--- src/rtl/assert_macros.svh ---
`ifndef ASSERT_MACROS_SVH
`define ASSERT_MACROS_SVH

// Implication checked on every clock edge outside reset.
`define FTRB_ASSERT(lbl, prop, msg) \
    lbl: assert property (@(posedge i_clk) disable iff (!i_rst_n) prop) else $error(msg);

// Condition that must never be seen outside reset.
`define FTRB_NEVER(lbl, cond, msg) \
    lbl: assert property (@(posedge i_clk) disable iff (!i_rst_n) !(cond)) else $error(msg);

`endif

--- src/rtl/ftrb_pkg.sv ---
package ftrb_pkg;

    localparam int RING_DEPTH = 64;
    localparam int PTR_W      = $clog2(RING_DEPTH);
    // Distances and lengths inside the ring reach RING_DEPTH itself.
    localparam int DIST_W     = PTR_W + 1;

    localparam int CNT_W    = 48;
    localparam int ID_W     = 22;
    localparam int ST_W     = 16;
    localparam int NAME_W   = 64;
    localparam int OP_W     = 2;
    localparam int STATUS_W = 2;
    localparam int MODE_W   = 2;

    localparam int CFG_IDX_W  = 1;
    localparam int CFG_DATA_W = 22;

    localparam logic [CFG_IDX_W-1:0] CFG_MODE = 1'b0;
    localparam logic [CFG_IDX_W-1:0] CFG_PID  = 1'b1;

    typedef enum logic [OP_W-1:0] {
        OP_RECORD = 2'd0,
        OP_CLEAR  = 2'd1,
        OP_DUMP   = 2'd2
    } t_op;

    typedef enum logic [STATUS_W-1:0] {
        ST_REC   = 2'd0,
        ST_EMPTY = 2'd1,
        ST_BUSY  = 2'd2
    } t_status;

    typedef enum logic [MODE_W-1:0] {
        MODE_OFF = 2'd0,
        MODE_ALL = 2'd1,
        MODE_ONE = 2'd2
    } t_mode;

    typedef struct packed {
        logic [ID_W-1:0]   pid;
        logic [ID_W-1:0]   tid;
        logic [ST_W-1:0]   state;
        logic [NAME_W-1:0] name_low;
        logic [NAME_W-1:0] name_high;
    } t_rec;

    localparam int REC_W = $bits(t_rec);

    typedef struct packed {
        logic    latch;
        logic    rec_write;
        logic    do_clear;
        logic    set_pend;
        logic    clr_pend;
        logic    win_pend;
        logic    win_dump;
        logic    calc_win;
        logic    calc_slot;
        logic    rd_issue;
        logic    emit_st;
        t_status st_code;
    } t_dp_cmd;

    typedef struct packed {
        t_op  op;
        logic pass;
        logic pend_valid;
        logic pend_hit;
        logic dump_later;
        logic empty;
        logic last_read;
    } t_dp_sts;

endpackage

--- src/rtl/ftrb_ctrl.sv ---
module ftrb_ctrl (
    input  logic              i_clk,
    input  logic              i_rst_n,
    input  logic              i_start,
    input  ftrb_pkg::t_dp_sts i_sts,
    output ftrb_pkg::t_dp_cmd o_cmd,
    output logic              o_busy
);

    import ftrb_pkg::*;

    typedef enum logic [5:0] {
        S_IDLE = 6'b000001,
        S_EXEC = 6'b000010,
        S_CHK  = 6'b000100,
        S_WIN  = 6'b001000,
        S_BND  = 6'b010000,
        S_RD   = 6'b100000
    } t_state;

    t_state  r_state;
    t_state  n_state;
    t_dp_cmd n_cmd;

    always_comb begin
        n_state       = r_state;
        n_cmd         = '0;
        n_cmd.st_code = ST_REC;
        case (r_state)
            S_IDLE: begin
                if (i_start) begin
                    n_cmd.latch = 1'b1;
                    n_state     = S_EXEC;
                end
            end
            S_EXEC: begin
                n_state = S_IDLE;
                case (i_sts.op)
                    OP_RECORD: begin
                        if (i_sts.pass) begin
                            n_cmd.rec_write = 1'b1;
                            n_state         = S_CHK;
                        end
                    end
                    OP_CLEAR: begin
                        n_cmd.do_clear = 1'b1;
                        // A held dump goes out now with the mark it took at request time.
                        if (i_sts.pend_valid) begin
                            n_cmd.clr_pend = 1'b1;
                            n_cmd.win_pend = 1'b1;
                            n_state        = S_WIN;
                        end
                    end
                    OP_DUMP: begin
                        if (i_sts.pend_valid) begin
                            n_cmd.emit_st = 1'b1;
                            n_cmd.st_code = ST_BUSY;
                        end else if (i_sts.dump_later) begin
                            n_cmd.set_pend = 1'b1;
                        end else begin
                            n_cmd.win_dump = 1'b1;
                            n_state        = S_WIN;
                        end
                    end
                    default: begin
                        n_state = S_IDLE;
                    end
                endcase
            end
            S_CHK: begin
                n_state = S_IDLE;
                if (i_sts.pend_valid && i_sts.pend_hit) begin
                    n_cmd.clr_pend = 1'b1;
                    n_cmd.win_pend = 1'b1;
                    n_state        = S_WIN;
                end
            end
            S_WIN: begin
                n_cmd.calc_win = 1'b1;
                n_state        = S_BND;
            end
            S_BND: begin
                if (i_sts.empty) begin
                    n_cmd.emit_st = 1'b1;
                    n_cmd.st_code = ST_EMPTY;
                    n_state       = S_IDLE;
                end else begin
                    n_cmd.calc_slot = 1'b1;
                    n_state         = S_RD;
                end
            end
            S_RD: begin
                n_cmd.rd_issue = 1'b1;
                if (i_sts.last_read) begin
                    n_state = S_IDLE;
                end
            end
            default: begin
                n_state = S_IDLE;
            end
        endcase
    end

    always_ff @(posedge i_clk) begin
        if (!i_rst_n) begin
            r_state <= S_IDLE;
        end else begin
            r_state <= n_state;
        end
    end

    assign o_cmd  = n_cmd;
    assign o_busy = (r_state != S_IDLE);

endmodule

--- config.mk ---
export PLATFORM = sky130hd
export DESIGN_NAME = ftrb_ctrl
export DESIGN_NICKNAME = d
export VERILOG_FILES = /design/src/rtl/assert_macros.svh /design/src/rtl/ftrb_pkg.sv /design/src/rtl/ftrb_ctrl.sv
export SDC_FILE = /design/constraint.sdc
export NUM_CORES = 1
export LEC_CHECK = 0
export CAP_MARGIN = 10
export CORE_AREA = 2 2 39 41
export CTS_CLUSTER_SIZE = 24
export DETAILED_ROUTE_END_ITERATION = 12
export DIE_AREA = 0 0 41 43
export DONT_BUFFER_PORTS = 1
export MAX_ROUTING_LAYER = met4
export SLEW_MARGIN = 15
export SYNTH_ARGS = -nofsm -noshare
export SYNTH_HDL_FRONTEND = slang
export SYNTH_SLANG_ARGS = --single-unit
export TNS_END_PERCENT = 20
--- constraint.sdc ---
create_clock -name i_clk -period 1.7 [get_ports i_clk]
set_input_delay 0.085 -clock i_clk [delete_from_list [all_inputs] [get_ports i_clk]]
set_output_delay 0.085 -clock i_clk [all_outputs]
set_load 0.03 [all_outputs]
# Yosys cells after proc, flatten, opt, wreduce, memory -nomap -nowiden
# Index checks and enable logic that the tools add are counted.
dict set report op_classes {
  addsub 0
  n_mul 0
  div 0
  n_lt_le_gt_ge 0
  n_eq_ne 11
  n_shift 0
  n_mux 35
  bitwise_logic 0
  reduce_logical 3
}
# cell count
set op_table {}
lappend op_table {{$pmux 6 s6} 1}
lappend op_table {{$mux 6} 3}
lappend op_table {{$mux 1} 16}
lappend op_table {{$mux 4} 4}
lappend op_table {{$mux 3} 5}
lappend op_table {{$pmux 4 s3} 1}
lappend op_table {{$eq 6x1->1 const B} 1}
lappend op_table {{$eq 6x2->1 const B} 1}
lappend op_table {{$eq 6x3->1 const B} 1}
lappend op_table {{$eq 6x4->1 const B} 1}
lappend op_table {{$eq 6x5->1 const B} 1}
lappend op_table {{$eq 6x6->1 const B} 1}
lappend op_table {{$mux 2} 3}
lappend op_table {{$ne 6x1->1 const B} 1}
lappend op_table {{$pmux 3 s2} 1}
lappend op_table {{$ne 2x2->1 const B} 2}
lappend op_table {{$pmux 2 s2} 1}
lappend op_table {{$eq 2x1->1 const B} 1}
lappend op_table {{$eq 2x2->1 const B} 1}
lappend op_table {{$logic_not 2->1} 1}
lappend op_table {{$reduce_and 2->1} 1}
lappend op_table {{$logic_and 1x1->1} 1}
dict set report word_totals {
  reg_bits 6
  latch_bits 0
  mem_bits_rw 0
  romBits 0
  inputBits 11
  out_inout_bits 14
  word_cells 50
  mem_count 0
}

# Longest topological paths before layout
# Gate-level depths: netlist of run 1.
dict set report logic_depth {
  depth_word 4
  ltp_mapped 6
}

# Least setup slack after synthesis of run 1
# Ideal clock, no wire load.
dict set report synth_path {
  path_type {reg-to-output}
  start {register r_state[3]}
  end {output o_cmd[8] in the netlist's numbering}
  arrival_time_ns 2.269
  required_time_ns 1.615
  slack_ns -0.654
  path_stages_with_launch 6
  path_buffers 2
  cell_sequence {dfxtp_1 > or4_1 > buf_2 > nor4_2 > o21a_1 > buf_4}
}
# element line
set synth_rtl {}
lappend synth_rtl {{start, declared} ftrb_ctrl.sv:21} ;# t_state r_state;
lappend synth_rtl {{start signal, assigned} ftrb_ctrl.sv:108} ;# r_state <= n_state;
lappend synth_rtl {{end, declared} ftrb_ctrl.sv:6} ;# output ftrb_pkg::t_dp_cmd o_cmd,

==> results of run 1 <==
[stage by stage]
| step | TNS [ns] | instance area, µm² |
|---|---|---|
| detailed placement | -0.463 | 619 |
| global route | -2.54 | 739 |
| floorplan | -1.30 | 470 |
| global placement | -0.288 | 619 |
| CTS | -1.89 | 714 |
| finish | -1.80 | 739 |
[kinds of logic after synthesis]
kind of cell	count (synthesis)	share of synthesized area [%]
AO/OA/AOI/OAI	9	15.6
buffers and inverters	8	8.66
flip-flops	6	26.8
multiplexers	1	2.51
AND/OR/NAND/NOR	28	46.4
[per-layer routing]
metal	part of all wire, %	wire length [µm]	vias up
met3	4.5	61	0
li1	-	-	239
met2	55	743	11
met5	0	0	-
met4	0	0	0
met1	40	543	231
[worst min path at each step]
stage	endpoint	cells past startpoint
final	r_state[2]$_SDFFE_PN0P_	1
after global routing	r_state[2]$_SDFFE_PN0P_	1
after CTS	r_state[2]$_SDFFE_PN0P_	1
after detailed placement	r_state[3]$_SDFFE_PN0P_	1
after global placement	r_state[5]$_SDFFE_PN0P_	1
after floorplan	r_state[3]$_SDFFE_PN0P_	1
[cell type report]
type	instances	area, µm²
Fill cell	139	644
Timing Repair Buffer	22	223
Tap cell	16	20.0
Multi-Input combinational cell	38	332
Sequential cell	6	124
Inverter	5	18.8
Clock buffer	3	22.5
[cell usage after synthesis]
| cell | instances | area, µm² |
|---|---|---|
| and2_1 | 3 | 18.8 |
| nor3_1 | 2 | 10.0 |
| and3b_1 | 1 | 8.76 |
| and2b_1 | 1 | 7.51 |
| nand2b_1 | 2 | 12.5 |
| o21a_1 | 3 | 22.5 |
| or2_2 | 1 | 6.26 |
| buf_2 | 1 | 5.00 |
| o2111ai_1 | 1 | 8.76 |
| a2111oi_0 | 1 | 8.76 |
| buf_4 | 2 | 15.0 |
| and2b_2 | 1 | 8.76 |
| inv_1 | 5 | 18.8 |
| nor4_1 | 1 | 6.26 |
| nor4b_1 | 1 | 8.76 |
| nor3b_1 | 1 | 7.51 |
| a31o_2 | 1 | 8.76 |
| or4b_1 | 1 | 10.0 |
| nor2_1 | 2 | 7.51 |
| o21ai_0 | 1 | 5.00 |
| nand2_1 | 1 | 3.75 |
| nor4_2 | 1 | 12.5 |
| mux2_2 | 1 | 11.3 |
| or4_4 | 1 | 11.3 |
| nor2_4 | 1 | 11.3 |
| and4b_1 | 1 | 10.0 |
| or3b_4 | 1 | 11.3 |
| and3_1 | 3 | 18.8 |
| or4_1 | 1 | 7.51 |
| a211oi_1 | 1 | 7.51 |
| dfxtp_1 | 6 | 120 |
| o311ai_0 | 1 | 8.76 |
| and4_1 | 1 | 8.76 |
[critical path, cell delays in order (launching register included)]
cell and delay, ns:
dfxtp_1 0.31, or4_4 0.54, or3b_4 0.39, buf_6 0.14, nor2_4 0.09, buf_6 0.14
[power breakdown]
group / total [mW] / switching, mW / internal (mW)
Combinational: 0.131 / 0.0633 / 0.0678
Sequential: 0.149 / 0.00276 / 0.146
Clock: 0.128 / 0.0480 / 0.0796
Total: 0.408 / 0.114 / 0.294
[what timing repair did]
item / in CTS / in global routing
gates resized for setup: 12 / 6
setup endpoints to repair: 14 / 17
hold buffers: 1 / 0
endpoints found under the hold margin: 4 / 0
pin swaps: 8 / 3
setup buffers: 3 / 1
==> qor.csv, run 1 <==
stage,metric,value,unit
timing,setup_viol,12,
clock_tree,cts-root-buf,clkbuf_4,
timing,slew_violations,0,
setup_path,crit_path_start,r_state[2]$_SDFFE_PN0P_,
clock_tree,clk_path_buf_depth,2,
cells_and_area,area.growth.synth_to_final,65.1,%
setup_path,cp.arrival,1.84,ns
clock_tree,cts_made_buffers,3,
cells_and_area,top_register,r_state,
clock_tree,clock-sinks,6,
clock_tree,cts_max_level,1,
cells_and_area,reg_top3,r_state (6),
logic_synthesis,ys_seq_area_share,26.8,%
cells_and_area,final_cell_mix,"buf_4 (11), buf_6 (8), inv_1 (5)",
setup_path,regToRegSetupSlack,-0.06,ns
setup_path,start_kind,register,
cells_and_area,fin_nets,87,
detailed_routing,wire_per_inst,15.0,µm
cells_and_area,drive_gt1_share,54.1,%
global_routing,grt_max_degree,8,
logic_synthesis,synthCells,52,
setup_path,cp-end-kind,output pin,
logic_synthesis,syn-num-nets,63,
global_routing,grt_use_met3,4.71,%
die,die-area,1760,µm²
clock_tree,clk_pin_slew,0.05,ns
detailed_routing,drt_first_pass_iters,3,
logic_synthesis,synth_cell_types,33,
setup_path,cp-endpoint,o_cmd[12],
timing,fin_ws,-0.224,ns
power,vdd_drop_max,0.000598,V
cells_and_area,largest_register_ff_count,6,
die,io_pins,25,
logic_synthesis,syn_area_per_cell,8.61,µm²
cells_and_area,final_common_cell,buf_4,
detailed_routing,remaining_drc_errors,0,
setup_path,r2r_start,r_state[2]$_SDFFE_PN0P_,
logic_synthesis,ys_seq_elements,6,
setup_path,crit_required,1.62,ns
global_routing,overflow,0,
status,violations,setup timing,
setup_path,path_class,register to output pin,
detailed_routing,finalWirelength,1350,µm
status,status,"finished, violations left",
min_path,hold_class,input port to register,
timing,slew_headroom,69.3,%
timing,period_share,113,%
timing,finalCriticalPeriod,1.92,ns
global_routing,top_usage_layer,met2,
global_routing,grt_use_met1,19.6,%
placement,io_buffers,0,
cells_and_area,layout.cells.non_filler,90,
timing,tightest_slew,0.454,ns
timing,max_freq,520,MHz
cells_and_area,utilization,53.4,%
die,initial_core_util,32.4,%
detailed_routing,antenna_left,0,
die,fp-row-count,14,
global_routing,grt_pass1_wl,1930,µm
power,p_leak,0.331,nW
global_routing,groute.usage.overall,16.5,%
power,powerDensity,551,nW/µm²
power,power,0.408,mW
die,dieWidth,41,µm
die,fp.dieH,43,µm
global_routing,met2_usage,27.5,%
placement,dpl_worst_slack,-0.0827,ns
detailed_routing,viasPerCell,5.34,
global_routing,antenna_found_initial,0,
detailed_routing,vias,481,
setup_path,worstPathMaxFanout,3,
die,coreArea,1380,µm²
placement,placed_cells,82,
run,maxCapViolCount,0,
placement,post-dp-hpwl,984,µm
logic_synthesis,synthesis.area,448,µm²
timing,hold_viol,0,
cells_and_area,diodes,0,
setup_path,r2r_end,r_state[0]$_SDFFE_PN1P_,
clock_tree,tritoncts,yes,
detailed_routing,initialDrtViolationCount,3,
clock_tree,insertion_delay,0.24,ns
global_routing,grt_pass1_vias,464,
timing,rsz0062_at_grt,yes,
logic_synthesis,yosysWarnings,0,
min_path,hold_start,i_sts[5],
placement,gp_congestion,0.788,
setup_path,rr_worst_depth,4,
timing,worst_clock_skew,0.00153,ns
timing,timing.hold.ws,0.0165,ns
No activity file was read; power rests on OpenSTA's default activity.
==> run 2, diff against run 1 <==
--- a/config.mk
+++ b/config.mk
@@ -12,6 +12,7 @@
 export DIE_AREA = 0 0 41 43
 export DONT_BUFFER_PORTS = 1
 export MAX_ROUTING_LAYER = met4
+export SKIP_CTS_REPAIR_TIMING = 1
 export SLEW_MARGIN = 15
 export SYNTH_ARGS = -nofsm -noshare
 export SYNTH_HDL_FRONTEND = slang
==> constraint.sdc (replaced) <==
create_clock -name i_clk -period 2.2 [get_ports i_clk]
set_input_delay 0.11 -clock i_clk [delete_from_list [all_inputs] [get_ports i_clk]]
set_output_delay 0.11 -clock i_clk [all_outputs]
set_load 0.03 [all_outputs]
==> run 2 against run 1 <==
The run now ends clean. Final area shrank 27%. Power shrank 31%. Core utilization shrank 14 points. Combinational power shrank 54%. Critical path depth shrank 1. Register-to-register slack gained 0.40 ns. Via count shrank 8.5%. Global-route usage shrank 1.0 points. Flip-flop and latch count is the same. Sequential share of layout area grew 5.5 points. Non-clock buffer count shrank 16. Routed wire length shrank 22%. Critical endpoint is now o_cmd[9].
==> qor.csv, run 2 (synthesized netlist as in run 1, its figures left out) <==
stage,metric,value,unit
power,powerDensity,524,nW/µm²
placement,gp_congestion,0.691,
cells_and_area,diodes,0,
detailed_routing,remaining_drc_errors,0,
power,swShare,29.3,%
die,fp.dieH,43,µm
setup_path,crit_chain,or4_1 -> or2_2 -> nor2_4 -> and4b_1,
timing,tns,0,ns
timing,rsz0062_at_grt,no,
cells_and_area,final_common_cell,dfxtp_1,
setup_path,r2r_end,r_state[2]$_SDFFE_PN0P_,
clock_tree,cts-root-buf,clkbuf_4,
clock_tree,clk_path_buf_depth,2,
setup_path,worstPathMaxFanout,5,
clock_tree,clock-sinks,6,
timing,hold_viol,0,
die,die-area,1760,µm²
min_path,hold_class,input port to register,
placement,io_buffers,0,
power,vdd_drop_max,0.000191,V
setup_path,critPathBufInv,0,
die,dieWidth,41,µm
clock_tree,tritoncts,yes,
clock_tree,cts_made_buffers,3,
timing,max_freq,478,MHz
global_routing,groute.usage.overall,15.5,%
detailed_routing,initialDrtViolationCount,14,
timing,slew_headroom,63.9,%
cells_and_area,utilization,39.0,%
placement,postPlaceCellArea,507,µm²
clock_tree,cts_max_level,1,
setup_path,crit_required,2.09,ns
cells_and_area,final_cell_mix,"dfxtp_1 (6), inv_1 (5), buf_4 (4)",
power,power_switching,0.0827,mW
cells_and_area,drive_gt1_share,27.6,%
cells_and_area,fin_nets,71,
cells_and_area,reg_top3,r_state (6),
global_routing,overflow,0,
setup_path,crit_path_start,r_state[3]$_SDFFE_PN0P_,
clock_tree,insertion_delay,0.25,ns
timing,fin_ws,0.109,ns
die,io_pins,25,
die,fp-row-count,14,
timing,tightest_slew,0.540,ns
placement,post-dp-hpwl,813,µm
power,seqPwrFrac,41.3,%
global_routing,grt_max_degree,8,
global_routing,grt_pass1_wl,1770,µm
timing,worst_clock_skew,0.000440,ns
power,p_int,0.200,mW
detailed_routing,wire_per_inst,14.3,µm
setup_path,crit_cells,4,
cells_and_area,largest_register_ff_count,6,
timing,finalCriticalPeriod,2.09,ns
global_routing,grt_pass1_vias,405,
placement,placed_cells,70,
setup_path,slowest_delay,0.54,ns
run,maxCapViolCount,0,
placement,dpl_worst_slack,0.337,ns
cells_and_area,fin_area,539,µm²
timing,slew_violations,0,
detailed_routing,vias,440,
die,coreArea,1380,µm²
power,combPwrFrac,21.1,%
setup_path,cp-end-kind,output pin,
detailed_routing,antenna_left,0,
setup_path,r2r_start,r_state[3]$_SDFFE_PN0P_,
timing,setup_viol,0,
setup_path,crit_family,simple AND/OR/NAND/NOR gates,
setup_path,crit_slowest_cell,or4_1,
detailed_routing,finalWirelength,1060,µm
cells_and_area,area.growth.synth_to_final,20.4,%
setup_path,regToRegSetupSlack,0.34,ns
setup_path,cp.arrival,1.98,ns
global_routing,antenna_found_initial,0,
cells_and_area,top_register,r_state,
setup_path,cp-endpoint,o_cmd[9],
detailed_routing,viasPerCell,5.95,
detailed_routing,drt_first_pass_iters,4,
die,initial_core_util,32.4,%
clock_tree,clk_pin_slew,0.05,ns
status,status,completed,
setup_path,path_class,register to output pin,
cells_and_area,nFillCells,152,
cells_and_area,layout.cells.non_filler,74,
power,p_leak,0.228,nW
setup_path,start_kind,register,
timing,period_share,95.1,%
setup_path,rr_worst_depth,4,
power,pwr-share-clk,37.5,%
run 2: cell count changes in the layout (fill, tap and decap cells not counted), moves of 3 or more:
cell	previous run	this run
dfxtp_1	3	6
dfxtp_2	3	0
buf_6	8	0
buf_4	11	4
run 2: per-layer routing:
metal / global-route usage, % / up-vias / wire, µm
met5: - / - / 0
met4: 12.0 / 0 / 36
met3: 4.71 / 4 / 120
met2: 19.1 / 28 / 434
met1: 20.3 / 201 / 466
li1: - / 207 / -
run 2: cell type report:
cell class	instances	area [µm²]	area share [%]
multi-input combinational	38	298	55.2
timing repair buffer	6	60.1	11.1
inverter	5	18.8	3.48
tap	16	20.0	3.71
sequential	6	120	22.3
clock buffer	3	22.5	4.18
run 2: power groups by stage:
stage	Clock (mW)	Combinational (mW)	Sequential, mW
final	0.106	0.0597	0.117
after global routing	0.115	0.0655	0.117
after CTS	0.112	0.0578	0.117
after detailed placement	0	0.0573	0.119
after global placement	0	0.0571	0.119
after floorplan	0	0.0469	0.118
run 2: stage by stage:
stage          hold slack, ns  power [mW]
2_1_floorplan           0.228       0.165
3_3_place_gp            0.232       0.176
3_5_place_dp            0.232       0.176
4_1_cts               -0.0266       0.287
5_1_grt                0.0376       0.298
6_report               0.0300       0.283
run 2: worst min path at each step:
stage               startpoint                      end  slack, ns  cells past startpoint
floorplan              i_rst_n  r_state[3]$_SDFFE_PN0P_       0.23                      1
global placement       i_rst_n  r_state[4]$_SDFFE_PN0P_       0.23                      1
detailed placement     i_rst_n  r_state[3]$_SDFFE_PN0P_       0.23                      1
CTS                    i_rst_n  r_state[3]$_SDFFE_PN0P_      -0.03                      1
global route          i_sts[5]  r_state[2]$_SDFFE_PN0P_       0.04                      1
finish                i_sts[5]  r_state[2]$_SDFFE_PN0P_       0.03                      1
